===== src/hw/rtl/swtfs_pkg.sv =====
// Shared types, constants and codes of the sliding-window top-frequency sum core.
package swtfs_pkg;

    localparam int MAX_WINDOW_DEF  = 64;
    localparam int VALUE_WIDTH_DEF = 32;
    localparam int SUM_W           = 38;
    localparam int OUT_DW          = ((SUM_W + 7) / 8) * 8;
    localparam int CFG_W           = 7;
    localparam int CFG_IDX_W       = 1;

    localparam logic [CFG_IDX_W-1:0] REG_WINDOW_LEN = 1'd0;
    localparam logic [CFG_IDX_W-1:0] REG_TOP_COUNT  = 1'd1;

    localparam logic [CFG_W-1:0] WINDOW_LEN_RST = 7'd8;
    localparam logic [CFG_W-1:0] TOP_COUNT_RST  = 7'd2;

    typedef enum logic [3:0] {
        ST_IDLE,
        ST_CHECK,
        ST_CLEAR,
        ST_RING,
        ST_SCAN_U,
        ST_DRAIN_U,
        ST_REM,
        ST_ADD,
        ST_EMIT_CHK,
        ST_PASS,
        ST_SCAN_R,
        ST_DRAIN_R,
        ST_PICK,
        ST_ACC,
        ST_FIN
    } swtfs_state_t;

    typedef struct packed {
        logic take_item;
        logic clear_state;
        logic clr_wr;
        logic ring_rd;
        logic upd_init;
        logic tbl_rd;
        logic rank_mode;
        logic tbl_rem_wr;
        logic tbl_add_wr;
        logic rank_init;
        logic pass_init;
        logic commit;
        logic acc;
        logic out_load;
    } swtfs_cmd_t;

    typedef struct packed {
        logic clear_needed;
        logic emit;
        logic picks_done;
        logic best_hit;
        logic out_free;
    } swtfs_sts_t;

endpackage


===== src/hw/rtl/swtfs_ctrl.sv =====
// Controller state machine: sequences clear, table update and ranking passes.
module swtfs_ctrl
    import swtfs_pkg::*;
#(
    parameter int MAX_WINDOW = MAX_WINDOW_DEF
) (
    input  logic                          aclk,
    input  logic                          aresetn,
    input  logic                          in_valid,
    output logic                          in_ready,
    input  swtfs_sts_t                    sts,
    output swtfs_cmd_t                    cmd,
    output logic [$clog2(MAX_WINDOW)-1:0] addr
);

    localparam int AW = $clog2(MAX_WINDOW);
    localparam logic [AW-1:0] LAST_IDX = AW'(MAX_WINDOW - 1);

    swtfs_state_t    state_reg, state_next;
    logic [AW-1:0]   idx_reg, idx_next;
    logic            last;

    assign last = (idx_reg == LAST_IDX);
    assign addr = idx_reg;

    always_ff @(posedge aclk) begin
        if (!aresetn) begin
            state_reg <= ST_IDLE;
            idx_reg   <= '0;
        end else begin
            state_reg <= state_next;
            idx_reg   <= idx_next;
        end
    end

    always_comb begin
        state_next = state_reg;
        idx_next   = idx_reg;
        cmd        = '0;
        in_ready   = 1'b0;
        case (state_reg)
            ST_IDLE: begin
                in_ready = 1'b1;
                if (in_valid) begin
                    cmd.take_item = 1'b1;
                    state_next    = ST_CHECK;
                end
            end
            ST_CHECK: begin
                idx_next = '0;
                if (sts.clear_needed) begin
                    cmd.clear_state = 1'b1;
                    state_next      = ST_CLEAR;
                end else begin
                    state_next = ST_RING;
                end
            end
            ST_CLEAR: begin
                cmd.clr_wr = 1'b1;
                idx_next   = idx_reg + 1'b1;
                if (last) begin
                    idx_next   = '0;
                    state_next = ST_RING;
                end
            end
            ST_RING: begin
                cmd.ring_rd  = 1'b1;
                cmd.upd_init = 1'b1;
                idx_next     = '0;
                state_next   = ST_SCAN_U;
            end
            ST_SCAN_U: begin
                cmd.tbl_rd = 1'b1;
                idx_next   = idx_reg + 1'b1;
                if (last) begin
                    idx_next   = '0;
                    state_next = ST_DRAIN_U;
                end
            end
            ST_DRAIN_U: state_next = ST_REM;
            ST_REM: begin
                cmd.tbl_rem_wr = 1'b1;
                state_next     = ST_ADD;
            end
            ST_ADD: begin
                cmd.tbl_add_wr = 1'b1;
                state_next     = ST_EMIT_CHK;
            end
            ST_EMIT_CHK: begin
                if (sts.emit) begin
                    cmd.rank_init = 1'b1;
                    state_next    = ST_PASS;
                end else begin
                    state_next = ST_IDLE;
                end
            end
            ST_PASS: begin
                cmd.pass_init = 1'b1;
                idx_next      = '0;
                state_next    = sts.picks_done ? ST_FIN : ST_SCAN_R;
            end
            ST_SCAN_R: begin
                cmd.tbl_rd    = 1'b1;
                cmd.rank_mode = 1'b1;
                idx_next      = idx_reg + 1'b1;
                if (last) begin
                    idx_next   = '0;
                    state_next = ST_DRAIN_R;
                end
            end
            ST_DRAIN_R: state_next = ST_PICK;
            ST_PICK: begin
                if (sts.best_hit) begin
                    cmd.commit = 1'b1;
                    state_next = ST_ACC;
                end else begin
                    state_next = ST_FIN;
                end
            end
            ST_ACC: begin
                cmd.acc    = 1'b1;
                state_next = ST_PASS;
            end
            ST_FIN: begin
                if (sts.out_free) begin
                    cmd.out_load = 1'b1;
                    state_next   = ST_IDLE;
                end
            end
            default: state_next = ST_IDLE;
        endcase
    end

endmodule


===== config.mk =====
export PLATFORM = sky130hd
export DESIGN_NAME = swtfs_ctrl
export DESIGN_NICKNAME = d
export VERILOG_FILES = /design/src/hw/rtl/swtfs_pkg.sv /design/src/hw/rtl/swtfs_ctrl.sv
export SDC_FILE = /design/constraint.sdc
export NUM_CORES = 1
export LEC_CHECK = 0
export BUFFER_PORTS_ARGS = -buffer_cell sky130_fd_sc_hd__clkbuf_2
export CAP_MARGIN = 20
export CORE_AREA = 2 2 44 46
export CTS_CLUSTER_SIZE = 40
export DETAILED_ROUTE_END_ITERATION = 7
export DIE_AREA = 0 0 46 48
export PLACE_DENSITY = 0.8
export SYNTH_ARGS = -nofsm -noshare
export SYNTH_HDL_FRONTEND = slang
export SYNTH_SLANG_ARGS = --single-unit

===== constraint.sdc =====
create_clock -name aclk -period 2.03 [get_ports aclk]
set_input_delay 0.1015 -clock aclk [delete_from_list [all_inputs] [get_ports aclk]]
set_output_delay 0.1015 -clock aclk [all_outputs]
set_load 0.005 [all_outputs]

==> results.md <==
* Critical Path End Type: flop
* Sequential power share at 0.265
* Flops & latches, synth at 10
* Mux cell area share after synthesis at 0.0256
* Largest net degree at the start of global routing at 19
* DP Cell Count at 149
* Largest register FFs at 6
* Critical path cell sequence: ha_1 > nand3_1 > a2bb2oi_4 > a2111oi_1 > buf_4 > a32o_1
* Most common cell after layout, fill and taps aside: clkbuf_2
* Setup_tns at 0 ns
* Port bufs at 28
* Synth area leaders: dfxtp_1, a21oi_1, nor2_1
* Net Sw Frac at 0.448
* Switching pwr at 0.000434 W
* Fin cells at 152
* Syn avg cell area at 7.37 µm²
* Hold_buf cts at 0
* Die ar. at around 2200 µm²
* Max Slew Vio Count at 0
* GPL Wtd Cong at 0.842
* FILL cells at 156
* Yosys warnings at 0
* Post-route DRC at 0
* Crit path largest cell delay at 0.38 ns
* Reg2reg start: addr[0]
* Clock transition at the registers of the reported paths at 0.06 ns
* Setup slack, reg-to-reg at 0.24 ns
* F_max at around 0.56 GHz
* Peak supply drop at 0.512 mV
* Post-CTS resize count at 0
* Initial DRC Count at 22
* Clk network pwr share at 0.133
* Vias post-DR at 898
* Leading area contributor after synthesis: dfxtp_1
* Core Area at about 1700 µm²
* R2R Path End: state_reg[1]
* DP Wirelength at 1470 µm
* Main combinational cell family by area after synthesis: simple AND/OR/NAND/NOR gates
* Post-Synth Simple-Gate Area at 0.343
* Total Nets Final at 146
* R2R cell count at 6
* Ports at 29
* Fin util at 0.572
* CP Launch Point: addr[0]
* Pint at about 0.00053 W
* Worst slew pin tran at 0.383 ns
* Status: finished clean
* Root Buffer: clkbuf_4
* Crit path DAT at 1.98 ns
* Routed len/inst at 12.7 µm
* Commonest cells after routing, fill and taps aside: clkbuf_2, nor2_1, a21oi_1
* Syn Inst Count at 106
* Xor/xnor share of the synthesized area at 0
* Seq/Total Area, Yosys at 0.256
* CTS H-tree lvls at 1
* Kind of critical path: flop to flop
* Initial antenna violation count at 0
* Deepest clock path buffer count at 2
* Total GRT Usage at 0.183
* Top cell type's share of synthesized area at 0.256
* DRT Wirelength at 1930 µm
* Tmin final at 1.79 ns
* # Post-CTS Setup Buffers at 0
* Crit-path slowest cell: dfxtp_1
* Area growth syn-to-layout at 23.7%
* RSZ-0062 raised after global routing: false
* Vias in the first global route at 733
* Final setup fails at 0
* Row cnt at 15
* Drt pass-1 iters at 5
* Max Cap Viol at 0
* Count of cell types in the netlist at 37
* CTS sink cnt at 10
* CTS tree: yes
* Pleak at 0.422 nW
* Worst setup path end: state_reg[1]
* Fin Clk Skew at 0.00733 ns
* Total grt overflow at 0
* Die Span X at 46 µm
* Total CTS buffers at 3
* Crit path launch type: flop
* Routed Antenna Nets at 0
* Clk Latency, worst-skew pair at ~0.26 ns
* Layout cells sized above 1 at 0.304
* Diode count at 0
* Worst hold path class: input pin to flop
* Post-Syn Nets at 115
* First-pass GRT wire length at 2990 µm
* Crit share post-route at 0.881
* Pwr/cell area at 1000 nW/µm²
* Chip height at 48 µm
* Vias per inst at 5.91
* Max Fanout on Critical Path at 8
* Comb power frac at 0.602
* Syn Std Cell Area at between 700 and 800 µm²
* Adder-cell share of the synthesized area at 0.0160
* Relative slew slack at 0.744
* Worst path required time at between 2 and 2.5 ns
* Complex-gate fraction of the synthesized area at 0.279
* Final Hold Fails at 0
* Initial Util at 0.462
-- critical path: cells and delay by family (launching register included) --
family / cells / cell delay (ns)
buffers and inverters: 1 / 0.20
and+or+nand+nor: 1 / 0.17
adders and majority gates: 1 / 0.22
AOI/OAI and AO/OA: 3 / 0.75
DFF: 1 / 0.38
-- layout make-up --
class / instances / area [µm²] / area share
clock buffer: 3 / 22.5 / 0.0233
inverter: 5 / 18.8 / 0.0194
multi-input combinational: 83 / 518 / 0.536
sequential: 10 / 200 / 0.207
tap: 17 / 21.3 / 0.0220
timing repair buffer: 34 / 185 / 0.192
-- worst min-delay path by stage --
stage	startpoint	end	slack, ns	cells after the start
CTS	aresetn	addr[3]	0.20	3
detailed placement	aresetn	addr[3]	0.46	3
floorplan	aresetn	addr[3]	0.26	2
global route	aresetn	state_reg[2]	0.20	2
global placement	aresetn	state_reg[3]	0.45	2
finish	aresetn	state_reg[2]	0.20	2
-- stage by stage --
stage / instance area [µm²] / power [W] / setup slack, ns / hold WS, ns
global placement: 943 / 0.000821 / 0.351 / 0.447
CTS: 966 / 0.000964 / 0.246 / 0.197
detailed placement: 943 / 0.000835 / 0.289 / 0.461
global route: 966 / 0.00105 / 0.116 / 0.203
floorplan: 781 / 0.000671 / 0.293 / 0.256
finish: 966 / 0.000969 / 0.241 / 0.202
-- kinds of logic (layout without fill, tap and decap cells) --
kind of cell	Yosys count	count (layout)
flops	10	10
simple gates	50	50
fa+ha+maj	1	1
buf+inv	13	42
compound gates	30	30
mux	2	2
-- power by group through the flow --
stage | Clock, W | Sequential, W | Combinational (W)
3_3_place_gp | 0 | 0.000256 | 0.000564
6_report | 0.000129 | 0.000257 | 0.000583
2_1_floorplan | 0 | 0.000251 | 0.000421
5_1_grt | 0.000143 | 0.000260 | 0.000643
3_5_place_dp | 0 | 0.000260 | 0.000574
4_1_cts | 0.000132 | 0.000256 | 0.000576
-- per-layer routing --
layer	routed length [µm]	part of all wire	vias to the layer above	track usage
met1	885	0.46	416	0.236
li1	-	-	447	-
met3	104	0.054	4	0.0566
met4	14	0.0072	0	0.0571
met2	929	0.48	31	0.292
met5	0	0	-	0
-- synthesized netlist by cell type, drive strengths merged --
master,instances
nor2,13
a21oi,11
dfxtp,10
nand2,8
nand3,6
nor3,6
buf,5
inv,5
o21ai,5
and2,4
a32o,3
clkbuf,3
mux2i,2
nand2b,2
nand4b,2
nor4,2
o22ai,2
or3b,2
a2111oi,1
a22oi,1
a2bb2oi,1
a31oi,1
a32oi,1
and3,1
and4,1
ha,1
nand3b,1
nor3b,1
o211a,1
o21a,1
o21bai,1
o31ai,1
or4b,1
No activity file was read; power rests on OpenSTA's default activity.
